[src/rtl/index_word_tokenizer_filter_defines.svh]
// Assertion macros shared by the word tokenizer RTL.
`ifndef INDEX_WORD_TOKENIZER_FILTER_DEFINES_SVH
`define INDEX_WORD_TOKENIZER_FILTER_DEFINES_SVH

// The condition must hold at every clock edge outside reset.
`define IWTF_ASSERT_ALWAYS(lbl, clk, rst, cond) \
   lbl: assert property (@(posedge clk) disable iff (rst) (cond)) \
      else $error("assertion failed");

// The consequent must hold in the same cycle as the antecedent.
`define IWTF_ASSERT_IMPLY(lbl, clk, rst, ante, cons) \
   lbl: assert property (@(posedge clk) disable iff (rst) (ante) |-> (cons)) \
      else $error("assertion failed");

`endif

[src/rtl/iwtf_pkg.sv]
// Package with constants, codes and character classes for the word tokenizer.
package iwtf_pkg;

   localparam int MAX_LETTERS_DEF = 48;
   localparam int LINE_BITS_DEF   = 20;
   localparam int BYTE_W          = 8;
   localparam int LINE_NUM_W      = 20;

   localparam logic ACTION_TEXT = 1'b0;
   localparam logic ACTION_END  = 1'b1;

   localparam logic [BYTE_W-1:0] CH_PERIOD   = 8'h2E;
   localparam logic [BYTE_W-1:0] CH_QUESTION = 8'h3F;
   localparam logic [BYTE_W-1:0] CH_BANG     = 8'h21;
   localparam logic [BYTE_W-1:0] CH_SPACE    = 8'h20;
   localparam logic [BYTE_W-1:0] CH_NEWLINE  = 8'h0A;
   localparam logic [BYTE_W-1:0] CH_TAB      = 8'h09;
   localparam logic [BYTE_W-1:0] CH_CR       = 8'h0D;
   localparam logic [BYTE_W-1:0] CH_UPPER_A  = 8'h41;
   localparam logic [BYTE_W-1:0] CH_UPPER_Z  = 8'h5A;
   localparam logic [BYTE_W-1:0] CH_LOWER_A  = 8'h61;
   localparam logic [BYTE_W-1:0] CH_LOWER_Z  = 8'h7A;
   localparam logic [BYTE_W-1:0] CH_ZERO     = 8'h30;
   localparam logic [BYTE_W-1:0] CH_NINE     = 8'h39;
   localparam logic [BYTE_W-1:0] CASE_OFFSET = 8'h20;

   function automatic logic is_upper(input logic [BYTE_W-1:0] b);
      return (b >= CH_UPPER_A) && (b <= CH_UPPER_Z);
   endfunction

   function automatic logic is_letter(input logic [BYTE_W-1:0] b);
      return is_upper(b) || ((b >= CH_LOWER_A) && (b <= CH_LOWER_Z));
   endfunction

   function automatic logic is_digit(input logic [BYTE_W-1:0] b);
      return (b >= CH_ZERO) && (b <= CH_NINE);
   endfunction

   function automatic logic is_space(input logic [BYTE_W-1:0] b);
      return (b == CH_SPACE) || ((b >= CH_TAB) && (b <= CH_CR));
   endfunction

   function automatic logic is_stop_mark(input logic [BYTE_W-1:0] b);
      return (b == CH_PERIOD) || (b == CH_QUESTION) || (b == CH_BANG);
   endfunction

   function automatic logic [BYTE_W-1:0] to_lower(input logic [BYTE_W-1:0] b);
      return is_upper(b) ? (b + CASE_OFFSET) : b;
   endfunction

endpackage

[src/rtl/iwtf_ram.sv]
// Generic single-write, single-read RAM with a registered read port.
module iwtf_ram #(
   parameter int Width = 8,
   parameter int Depth = 96
) (
   input  logic                     clock,
   input  logic                     wr_en,
   input  logic [$clog2(Depth)-1:0] wr_addr,
   input  logic [Width-1:0]         wr_data,
   input  logic                     rd_en,
   input  logic [$clog2(Depth)-1:0] rd_addr,
   output logic [Width-1:0]         rd_data
);

   logic [Width-1:0] mem_ff [Depth];
   logic [Width-1:0] rd_data_ff;

   always_ff @(posedge clock) begin
      if (wr_en) begin
         mem_ff[wr_addr] <= wr_data;
      end
      if (rd_en) begin
         rd_data_ff <= mem_ff[rd_addr];
      end
   end

   assign rd_data = rd_data_ff;

endmodule

[src/rtl/index_word_tokenizer_filter.sv]
// Top level of the word tokenizer: letter collection, word filter and letter emitter.
// Takes one text item per cycle unless stalled; a kept word then leaves through a read stage
// and output register, one letter per cycle when not stalled, from the RAM's single read port.
// Word RAM holds two word banks, so a word fills while the previous one drains; an item
// that ends a word stalls only while the previous kept word is still being read out.
// Synchronous reset clears control state at once; the RAM has no reset and no clearing pass.
`include "index_word_tokenizer_filter_defines.svh"

module index_word_tokenizer_filter #(
   parameter int MaxLetters = iwtf_pkg::MAX_LETTERS_DEF,
   parameter int LineBits   = iwtf_pkg::LINE_BITS_DEF
) (
   input  logic                                clock,
   input  logic                                reset,
   input  logic                                req_valid,
   output logic                                req_stall,
   input  logic                                req_action,
   input  logic [iwtf_pkg::BYTE_W-1:0]         req_text_byte,
   output logic                                rsp_valid,
   input  logic                                rsp_stall,
   output logic [iwtf_pkg::BYTE_W-1:0]         rsp_letter,
   output logic [iwtf_pkg::LINE_NUM_W-1:0]     rsp_line_number,
   output logic                                rsp_last_letter
);

   import iwtf_pkg::*;

   localparam int LEN_W    = $clog2(MaxLetters + 1);
   localparam int IDX_W    = $clog2(MaxLetters);
   localparam int DEPTH    = 2 * MaxLetters;
   localparam int ADDR_W   = $clog2(DEPTH);
   localparam int EXT_W    = LineBits + LINE_NUM_W;

   localparam logic [LEN_W-1:0]    LEN_MAX   = LEN_W'(MaxLetters);
   localparam logic [ADDR_W-1:0]   BANK_OFS  = ADDR_W'(MaxLetters);
   localparam logic [LineBits-1:0] LINE_ONE  = LineBits'(1);
   localparam logic [LineBits-1:0] LINE_SAT  = {LineBits{1'b1}};

   // Word collection state.
   logic [LEN_W-1:0]      word_len_ff, word_len_in;
   logic [LineBits-1:0]   line_ff, line_in;
   logic                  sent_start_ff, sent_start_in;
   logic [BYTE_W-1:0]     prev_byte_ff, prev_byte_in;
   logic                  digit_before_ff, digit_before_in;
   logic                  first_upper_ff, first_upper_in;
   logic                  fill_bank_ff, fill_bank_in;

   // Emitter state.
   logic                  emit_busy_ff, emit_busy_in;
   logic [LEN_W-1:0]      emit_idx_ff, emit_idx_in;
   logic [LEN_W-1:0]      emit_len_ff, emit_len_in;
   logic [LINE_NUM_W-1:0] emit_line_ff, emit_line_in;
   logic                  emit_bank_ff, emit_bank_in;

   // Read stage and output register.
   logic                  s1_valid_ff, s1_valid_in;
   logic [LINE_NUM_W-1:0] s1_line_ff, s1_line_in;
   logic                  s1_last_ff, s1_last_in;
   logic                  out_valid_ff, out_valid_in;
   logic [BYTE_W-1:0]     out_letter_ff, out_letter_in;
   logic [LINE_NUM_W-1:0] out_line_ff, out_line_in;
   logic                  out_last_ff, out_last_in;

   logic                  byte_is_letter;
   logic                  ends_word;
   logic                  accept;
   logic                  keep;
   logic                  load;
   logic                  issue;
   logic                  emit_last;
   logic                  s1_move;
   logic [EXT_W-1:0]      line_ext;
   logic                  wr_en;
   logic [ADDR_W-1:0]     wr_addr;
   logic [ADDR_W-1:0]     rd_addr;
   logic [BYTE_W-1:0]     rd_data;

   assign byte_is_letter = is_letter(req_text_byte);
   assign ends_word      = (req_action == ACTION_END) || !byte_is_letter;
   assign req_stall      = emit_busy_ff && ends_word && (word_len_ff != '0);
   assign accept         = req_valid && !req_stall;

   assign keep = (word_len_ff != '0) && !digit_before_ff &&
                 !((req_action == ACTION_TEXT) && is_digit(req_text_byte)) &&
                 !(first_upper_ff && !sent_start_ff);
   assign load = accept && ends_word && keep;

   assign line_ext  = EXT_W'(line_ff);
   assign emit_last = (emit_idx_ff + LEN_W'(1)) == emit_len_ff;
   assign s1_move   = s1_valid_ff && (!out_valid_ff || !rsp_stall);
   assign issue     = emit_busy_ff && (!s1_valid_ff || s1_move);

   assign wr_en   = accept && (req_action == ACTION_TEXT) && byte_is_letter &&
                    (word_len_ff < LEN_MAX);
   assign wr_addr = ADDR_W'(word_len_ff[IDX_W-1:0]) + (fill_bank_ff ? BANK_OFS : '0);
   assign rd_addr = ADDR_W'(emit_idx_ff[IDX_W-1:0]) + (emit_bank_ff ? BANK_OFS : '0);

   iwtf_ram #(
      .Width (BYTE_W),
      .Depth (DEPTH)
   ) u_word_ram (
      .clock   (clock),
      .wr_en   (wr_en),
      .wr_addr (wr_addr),
      .wr_data (to_lower(req_text_byte)),
      .rd_en   (issue),
      .rd_addr (rd_addr),
      .rd_data (rd_data)
   );

   always_comb begin
      word_len_in     = word_len_ff;
      line_in         = line_ff;
      sent_start_in   = sent_start_ff;
      prev_byte_in    = prev_byte_ff;
      digit_before_in = digit_before_ff;
      first_upper_in  = first_upper_ff;
      fill_bank_in    = load ? !fill_bank_ff : fill_bank_ff;
      if (accept) begin
         if (req_action == ACTION_END) begin
            word_len_in     = '0;
            line_in         = LINE_ONE;
            sent_start_in   = 1'b1;
            prev_byte_in    = '0;
            digit_before_in = 1'b0;
         end else if (byte_is_letter) begin
            if (word_len_ff == '0) begin
               digit_before_in = is_digit(prev_byte_ff);
               first_upper_in  = is_upper(req_text_byte);
            end
            if (word_len_ff < LEN_MAX) begin
               word_len_in = word_len_ff + LEN_W'(1);
            end
            prev_byte_in = req_text_byte;
         end else begin
            word_len_in = '0;
            if (req_text_byte == CH_NEWLINE) begin
               if (line_ff != LINE_SAT) begin
                  line_in = line_ff + LINE_ONE;
               end
               sent_start_in = 1'b1;
            end else if (is_stop_mark(prev_byte_ff) && (req_text_byte == CH_SPACE)) begin
               sent_start_in = 1'b1;
            end else if (!is_space(req_text_byte)) begin
               sent_start_in = 1'b0;
            end
            prev_byte_in = req_text_byte;
         end
      end
   end

   always_comb begin
      emit_busy_in = emit_busy_ff;
      emit_idx_in  = emit_idx_ff;
      emit_len_in  = emit_len_ff;
      emit_line_in = emit_line_ff;
      emit_bank_in = emit_bank_ff;
      if (load) begin
         emit_busy_in = 1'b1;
         emit_idx_in  = '0;
         emit_len_in  = word_len_ff;
         emit_line_in = line_ext[LINE_NUM_W-1:0];
         emit_bank_in = fill_bank_ff;
      end else if (issue) begin
         emit_idx_in = emit_idx_ff + LEN_W'(1);
         if (emit_last) begin
            emit_busy_in = 1'b0;
         end
      end
   end

   always_comb begin
      s1_valid_in   = s1_valid_ff;
      s1_line_in    = s1_line_ff;
      s1_last_in    = s1_last_ff;
      out_valid_in  = out_valid_ff;
      out_letter_in = out_letter_ff;
      out_line_in   = out_line_ff;
      out_last_in   = out_last_ff;
      if (issue) begin
         s1_valid_in = 1'b1;
         s1_line_in  = emit_line_ff;
         s1_last_in  = emit_last;
      end else if (s1_move) begin
         s1_valid_in = 1'b0;
      end
      if (s1_move) begin
         out_valid_in  = 1'b1;
         out_letter_in = rd_data;
         out_line_in   = s1_line_ff;
         out_last_in   = s1_last_ff;
      end else if (out_valid_ff && !rsp_stall) begin
         out_valid_in = 1'b0;
      end
   end

   always_ff @(posedge clock) begin
      if (reset) begin
         word_len_ff     <= '0;
         line_ff         <= LINE_ONE;
         sent_start_ff   <= 1'b1;
         prev_byte_ff    <= '0;
         digit_before_ff <= 1'b0;
         fill_bank_ff    <= 1'b0;
         emit_busy_ff    <= 1'b0;
         s1_valid_ff     <= 1'b0;
         out_valid_ff    <= 1'b0;
      end else begin
         word_len_ff     <= word_len_in;
         line_ff         <= line_in;
         sent_start_ff   <= sent_start_in;
         prev_byte_ff    <= prev_byte_in;
         digit_before_ff <= digit_before_in;
         fill_bank_ff    <= fill_bank_in;
         emit_busy_ff    <= emit_busy_in;
         s1_valid_ff     <= s1_valid_in;
         out_valid_ff    <= out_valid_in;
      end
   end

   always_ff @(posedge clock) begin
      first_upper_ff <= first_upper_in;
      emit_idx_ff    <= emit_idx_in;
      emit_len_ff    <= emit_len_in;
      emit_line_ff   <= emit_line_in;
      emit_bank_ff   <= emit_bank_in;
      s1_line_ff     <= s1_line_in;
      s1_last_ff     <= s1_last_in;
      out_letter_ff  <= out_letter_in;
      out_line_ff    <= out_line_in;
      out_last_ff    <= out_last_in;
   end

   assign rsp_valid       = out_valid_ff;
   assign rsp_letter      = out_letter_ff;
   assign rsp_line_number = out_line_ff;
   assign rsp_last_letter = out_last_ff;

   `IWTF_ASSERT_ALWAYS(a_word_len_bound, clock, reset, word_len_ff <= LEN_MAX)
   `IWTF_ASSERT_ALWAYS(a_line_nonzero, clock, reset, line_ff != '0)
   `IWTF_ASSERT_IMPLY(a_load_when_idle, clock, reset, load, !emit_busy_ff)
   `IWTF_ASSERT_IMPLY(a_emit_idx_bound, clock, reset, emit_busy_ff,
                      (emit_idx_ff < emit_len_ff) && (emit_len_ff != '0))

endmodule

[config.mk]
export PLATFORM = sky130hd
export DESIGN_NAME = index_word_tokenizer_filter
export DESIGN_NICKNAME = d
export VERILOG_FILES = /design/src/rtl/iwtf_pkg.sv /design/src/rtl/iwtf_ram.sv /design/src/rtl/index_word_tokenizer_filter.sv
export VERILOG_INCLUDE_DIRS = /design/src /design/src/rtl
export SDC_FILE = /design/constraint.sdc
export NUM_CORES = 1
export LEC_CHECK = 0
export BUFFER_PORTS_ARGS = -buffer_cell sky130_fd_sc_hd__buf_4
export CAP_MARGIN = 20
export CORE_ASPECT_RATIO = 1.2
export CORE_MARGIN = 2
export CORE_UTILIZATION = 44
export DETAILED_ROUTE_END_ITERATION = 12
export SLEW_MARGIN = 25
export SYNTH_ARGS = -nofsm -noshare
export SYNTH_HDL_FRONTEND = slang
export SYNTH_HIERARCHICAL = 1
export SYNTH_SLANG_ARGS = --single-unit
[constraint.sdc]
create_clock -name clock -period 5 [get_ports clock]
set_clock_uncertainty 0.05 [all_clocks]
set_input_delay 0.5 -clock clock [delete_from_list [all_inputs] [get_ports clock]]
set_output_delay 0.5 -clock clock [all_outputs]
set_load 0.05 [all_outputs]
[Yosys cells after proc, flatten, opt, wreduce, memory -nomap -nowiden]
Memory sizes are Yosys's and may differ from the RTL's. A register that Yosys moved wholly into a read port is not among the register bits.
Cells that the tools add are included.
Cells by class
  add/sub/neg operators: 6
  order comparisons: 11
  eq/ne operators: 10
  muxes and demuxes: 28
  bitwise logic cells: 1
  reductions and logical operators: 55
Operators with widths (count)
  20-bit two-way mux: 4
  8-bit by 6-bit equality test with 1-bit output (second input constant): 4
  6-bit two-way mux: 5
  1-bit logical AND: 22
  20-bit by 1-bit adder with 20-bit output (second input constant): 1
  20-bit != test (second input constant): 1
  1-bit two-way mux: 17
  8-bit by 6-bit greater-or-equal comparator with 1-bit output (second input constant): 2
  8-bit by 7-bit greater-or-equal comparator with 1-bit output (second input constant): 2
  8-bit by 6-bit less-or-equal comparator with 1-bit output (second input constant): 2
  8-bit by 7-bit less-or-equal comparator with 1-bit output (second input constant): 2
  8-bit two-way mux: 2
  2-bit nonzero test: 8
  6-bit by 6-bit adder with 7-bit output: 2
  6-bit by 1-bit adder with 6-bit output (second input constant): 2
  1-bit logical NOT: 10
  8-bit by 6-bit adder with 8-bit output (second input constant): 1
  8-bit by 4-bit equality test with 1-bit output (second input constant): 1
  8-bit by 4-bit greater-or-equal comparator with 1-bit output (second input constant): 1
  8-bit by 4-bit less-or-equal comparator with 1-bit output (second input constant): 1
  4-bit AND reduction: 2
  1-bit logical OR: 7
  6-bit equality test: 1
  6-bit logical NOT: 1
  other kinds (8): 10
Storage, ports and cells
  bits in registers: 124
  memory bits (writable): 768
  input port bits: 13
  output and inout port bits: 31
  logic and storage cells: 131
  memories: 1
Memory list
  u_word_ram.mem_ff: depth 96, bits a word 8, read ports 1, clocked after Yosys merged registers in 1, wr ports 1, RTL line iwtf_ram.sv:15  | logic [Width-1:0] mem_ff [Depth];

[Depth between registers and ports, before layout]
  depth in word-level cells: 14
  gate-level depth with buffers: 10

[Cells and area by module]
Netlist, hierarchy kept.
Modules (own cells, without submodules)
  iwtf_ram: times used 1, cells each 1437, area an instance 30147.7 µm², sequential area each 23302.3 µm²
  index_word_tokenizer_filter: times used 1, cells each 383, area an instance 4944.7 µm², sequential area each 3263.1 µm²

[Worst setup path before layout]
OpenSTA, ideal clock, no wires.
  path kind: input to register
  from: in req_text_byte[1] in the netlist's numbering
  to: mem u_word_ram.mem_ff[0][5] (data pin)
  data arrival time: 4.195 ns
  slack: 0.007 ns
  cell stages on the path: 5
  path through: buf_2 or4_4 o21ai_4 nor2_1 xnor2_1
Between the ends
  word-level cells in the longest chain between the ends: 3
  elaborated cells between the ends (all ways): 5
  those cells by class: add/sub (1); order compare (2); mux (1); reduce/logical (1)
RTL lines
  start, declared: RTL line index_word_tokenizer_filter.sv:18  | input logic [iwtf_pkg::BYTE_W-1:0] req_text_byte,
  8-bit by 7-bit greater-or-equal comparator with 1-bit output or 8-bit by 7-bit less-or-equal comparator with 1-bit output (tied branches): RTL line iwtf_pkg.sv:28  | return (b >= CH_UPPER_A) && (b <= CH_UPPER_Z);
  1-bit logical AND: RTL line iwtf_pkg.sv:28
  8-bit two-way mux *: RTL line iwtf_pkg.sv:48  | return is_upper(b) ? (b + CASE_OFFSET) : b;
  end, declared: RTL line iwtf_ram.sv:15
Every way passes the cells marked *; elsewhere a longest branch is shown, timed or not.

[Worst setup path in the final report]
  from: reg word_len_ff[0]
  to: out req_stall
Between the ends
  word-level cells in the longest chain between the ends: 2
RTL lines
  start, declared: RTL line index_word_tokenizer_filter.sv:40  | logic [LEN_W-1:0] word_len_ff, word_len_in;
  start signal, assigned: RTL line index_word_tokenizer_filter.sv:209  | word_len_ff <= word_len_in;
  6-bit nonzero test: RTL line index_word_tokenizer_filter.sv:80  | assign req_stall = emit_busy_ff && ends_word && (word_len_ff != '0);
  1-bit logical AND: RTL line index_word_tokenizer_filter.sv:80
  end, declared: RTL line index_word_tokenizer_filter.sv:16  | output logic req_stall,
No other way between the ends.

==> parameters.txt <==
Parameter                              Value

Finish
  Fraction of layout cells with a size suffix above 1 ... 24.3%
  Fin util ... 51.1%
  Area growth from synthesis to final layout ... 15.0%
  Number of fill cells ... 6,200
  Final Net Count ... 2,018
  Count of inserted antenna diode cells ... 0

Logic synthesis
  Post-synthesis average cell area ... 19.3 µm²
  Most used standard cell by instance count after synthesis ... edfxtp_1
  Fraction of synthesized cell area taken by the top area cell type ... 73.1%
  Cell type with the largest total area after synthesis ... edfxtp_1
  Fraction of the yosys area taken by sequential cells ... 75.7%
  Most common library cells after synthesis ... 854 x edfxtp_1, 179 x mux4_2, 148 x nor2_1, 82 x nand2_1, 53 x mux2i_1
  Post-synth design cell area ... 0.0351 mm²
  Number of flip-flops and latches in the synthesized netlist ... 900
  Count of flip-flops with a built-in enable after synthesis ... 854
  Gate count of the mapped netlist ... 1,820
  Number of warnings printed during yosys synthesis ... 6
  Syn_nets ... 1,844
  Share of async-settable or async-resettable flops after synthesis ... 0%
  Dominant register cell in the synthesized netlist ... edfxtp_1
  Post-synth cell types ... 68
  Area contributors post-synth ... edfxtp_1 73%, mux4_2 11%, dfxtp_1 2.6%, nor2_1 1.6%, mux2i_1 1.5%

Worst setup path
  Cell type of the slowest stage on the worst timing path ... dfxtp_1
  Crit Path Max Fanout ... 23
  Buffers & Inverters on Critical Path ... 2
  Critical Path AT ... 2840 ps
  Launch point of the worst reg-to-reg path ... emit_bank_ff$_DFFE_PP_
  Slowest cell delay on critical path ... 990 ps
  Required time worst endpoint ... 4450 ps
  Worst Setup End Kind ... primary output
  Start point of the critical path ... word_len_ff[0]$_SDFFE_PP0P_
  Category of cells accounting for the largest share of critical-path delay ... flip-flops
  Worst path most repeated cell ... nand2_1
  Element type at the critical path start ... flop
  List of cells traversed by the critical path ... inv_1 > ha_1 > nor3b_1 > nand2_1 > nand2_1 > nor2_1 > buf_4
  Reg-to-reg setup timing slack ... 1660 ps
  Start-to-end type of the worst setup path ... reg2out

Floorplan
  Cell row count ... 113
  Vertical die dimension ... 313 µm
  Area of the core ... 0.0790 mm²
  Starting density of the core ... 44.4%
  Die width ... 262 µm
  Total Die Area ... 0.0820 mm²
  I/O Pins ... 44

STA
  Final hold violation count ... 0
  Max Clk Rate ... 295 MHz
  Relative slew slack ... 31.3%
  Total Negative Setup Slacks ... 0 ps
  Setup repair after global routing missed its margin ... false
  Period minus WS final ... 3390 ps
  Final setup violating endpoints ... 0
  Tightest Pin Transition ... 1030 ps
  Period utilization ... 67.8%
  Count of pins over their slew limit ... 0

GRT
  Wire length of the first global-routing pass ... 126,000 µm
  Number of antenna violations at the first check in global routing ... 2
  Number of global-route vias before repair ... 18.6k
  Total global routing overflow ... 0
  Largest net degree at the start of global routing ... 97
  Global routing usage summed across all routing layers ... 21.1%

Clocking
  Clock Pin Slew Worst Setup and Hold Paths ... 60 ps
  Root Driver ... clkbuf_16
  Number of instances resized during post-cts repair ... 0
  CTS Buffer Depth ... 3
  Post-CTS setup repair buffer count ... 0
  H-Tree Level Count ... 3
  Clock sink count ... 900
  Total clock buffers created by CTS ... 87
  Latest clock arrival within the worst-skew pair ... 660 ps
  Clock tree from TritonCTS ... yes
  Post-cts hold buffer count ... 0

Route
  Average wire length per cell after detail routing ... 27.3 µm
  Via count ... 17.9k
  Pre-antenna DRT Iters ... 7
  Antenna Nets Post-Route ... 0
  Average vias per placed instance ... 5.78
  Number of DRC violations after detailed routing ... 0
  Final wirelength ... 84,800 µm
  Number of DRC markers after the initial detailed-route iteration ... 1,752

Power and ir drop
  Power per Cell Area ... 453 mW/mm²
  IR Drop Worst-Case VDD ... 0.261 mV
  Leakage component of the power ... 0.0127 µW

Place
  HPWL after detailed placement ... 54,500 µm
  Global placer's final weighted congestion ... 0.852
  I/O Buffers ... 43

Min path
  Path type of the worst min-delay path ... in2reg
  Startpoint of the lowest-slack hold path ... rsp_stall

Run
  Number of max-cap violations ... 0

Outcome
  Run status ... complete, no violations
-- stage by stage --
step | instances | setup slack (ps) | hold WS [ps] | instance area, µm² | total power [µW]
2_1_floorplan | 1820 | 6.70 | 350 | 35100 | 10800
5_1_grt | 3100 | 1380 | 88.2 | 40400 | 18900
3_5_place_dp | 2940 | 1050 | 355 | 37300 | 11600
4_1_cts | 3100 | 1560 | 62.7 | 40400 | 18500
3_3_place_gp | 2940 | 1190 | 350 | 37300 | 11600
6_report | 3100 | 1610 | 95.3 | 40400 | 18300
-- cell type report --
class | instances | area (µm²) | area share, %
flip-flops and latches | 900 | 26600 | 65.8
multi-input cells | 828 | 8090 | 20.0
clock buffers | 107 | 2270 | 5.63
repair buffers | 166 | 1330 | 3.30
well taps | 1035 | 1290 | 3.21
clock inverters | 53 | 756 | 1.87
inverters | 11 | 41.3 | 0.102
-- where the power goes --
part	total, µW	switching, µW	internal (µW)
Combinational	2910	1500	1410
Clock	6930	2800	4140
Sequential	8450	170	8280
-- final timing paths --
check / endpoint / depth (start not counted)
worst min-delay path: rsp_valid$_SDFFE_PP0P_ / 3
worst max-delay path: req_stall / 7
worst min register to register: rsp_line_number[7]$_DFFE_PP_ / 0
worst max register to register: u_word_ram/rd_data[2]$_DFFE_PP_ / 7
-- cells by family (layout without fill, tap and decap cells) --
| logic type | after synthesis | count (layout) | synth area share, % |
|---|---|---|---|
| simple gates | 389 | 389 | 5.24 |
| compound gates | 157 | 157 | 3.22 |
| xor+xnor | 34 | 34 | 0.849 |
| mux | 237 | 237 | 13.2 |
| buf+inv | 92 | 337 | 1.39 |
| flops | 900 | 900 | 75.7 |
| fa+ha+maj | 11 | 11 | 0.435 |
-- worst reg2reg max path, delay by kind of cell (launching register included) --
family | cells | cell delay (ps)
AO/OA/AOI/OAI | 4 | 1190
adder cells (fa/ha/maj) | 1 | 750
AND/OR/NAND/NOR | 1 | 390
flip-flops | 1 | 420
buffers and inverters | 1 | 420
-- flip-flops by register name, indices dropped and copies added, names as in the netlist --
register / count
digit_before_ff: 1
emit_bank_ff: 1
emit_busy_ff: 1
emit_idx_ff: 6
emit_len_ff: 6
emit_line_ff: 20
fill_bank_ff: 1
first_upper_ff: 1
line_ff: 20
prev_byte_ff: 8
rsp_last_letter: 1
rsp_letter: 8
rsp_line_number: 20
rsp_valid: 1
s1_last_ff: 1
s1_line_ff: 20
s1_valid_ff: 1
sent_start_ff: 1
u_word_ram/mem_ff: 768
u_word_ram/rd_data: 8
word_len_ff: 6
-- cell usage in the layout (no fill, tap or decap), drive strengths merged, types with 5 or more instances in the layout --
| cell | instances |
|---|---|
| clkinv | 30 |
| nor2b | 24 |
| a22oi | 30 |
| nand4 | 12 |
| nand2 | 82 |
| edfxtp | 854 |
| o21ai | 20 |
| dfxtp | 46 |
| and2 | 6 |
| nor3b | 6 |
| o22ai | 11 |
| a21oi | 23 |
| a221oi | 9 |
| nor4 | 5 |
| xor2 | 23 |
| a22o | 9 |
| bufinv | 17 |
| clkbuf | 107 |
| ha | 9 |
| nor3 | 16 |
| mux2 | 5 |
| nand3 | 50 |
| xnor2 | 11 |
| o211ai | 5 |
| mux2i | 53 |
| inv | 14 |
| and3 | 9 |
| a31oi | 7 |
| nand2b | 12 |
| a211oi | 8 |
| mux4 | 179 |
| buf | 166 |
| nor2 | 148 |
-- metal layers --
layer / share of wire (%) / up-vias / global-route usage (%) / wire [µm]
met1: 39 / 9407 / 27.6 / 33100
li1: - / 7736 / - / -
met5: 0 / - / 0 / 0
met4: 2.9 / 0 / 7.05 / 2470
met3: 5.7 / 136 / 2.68 / 4790
met2: 52 / 641 / 36.6 / 44400
Note: power is estimated with default switching activity, not from simulation.
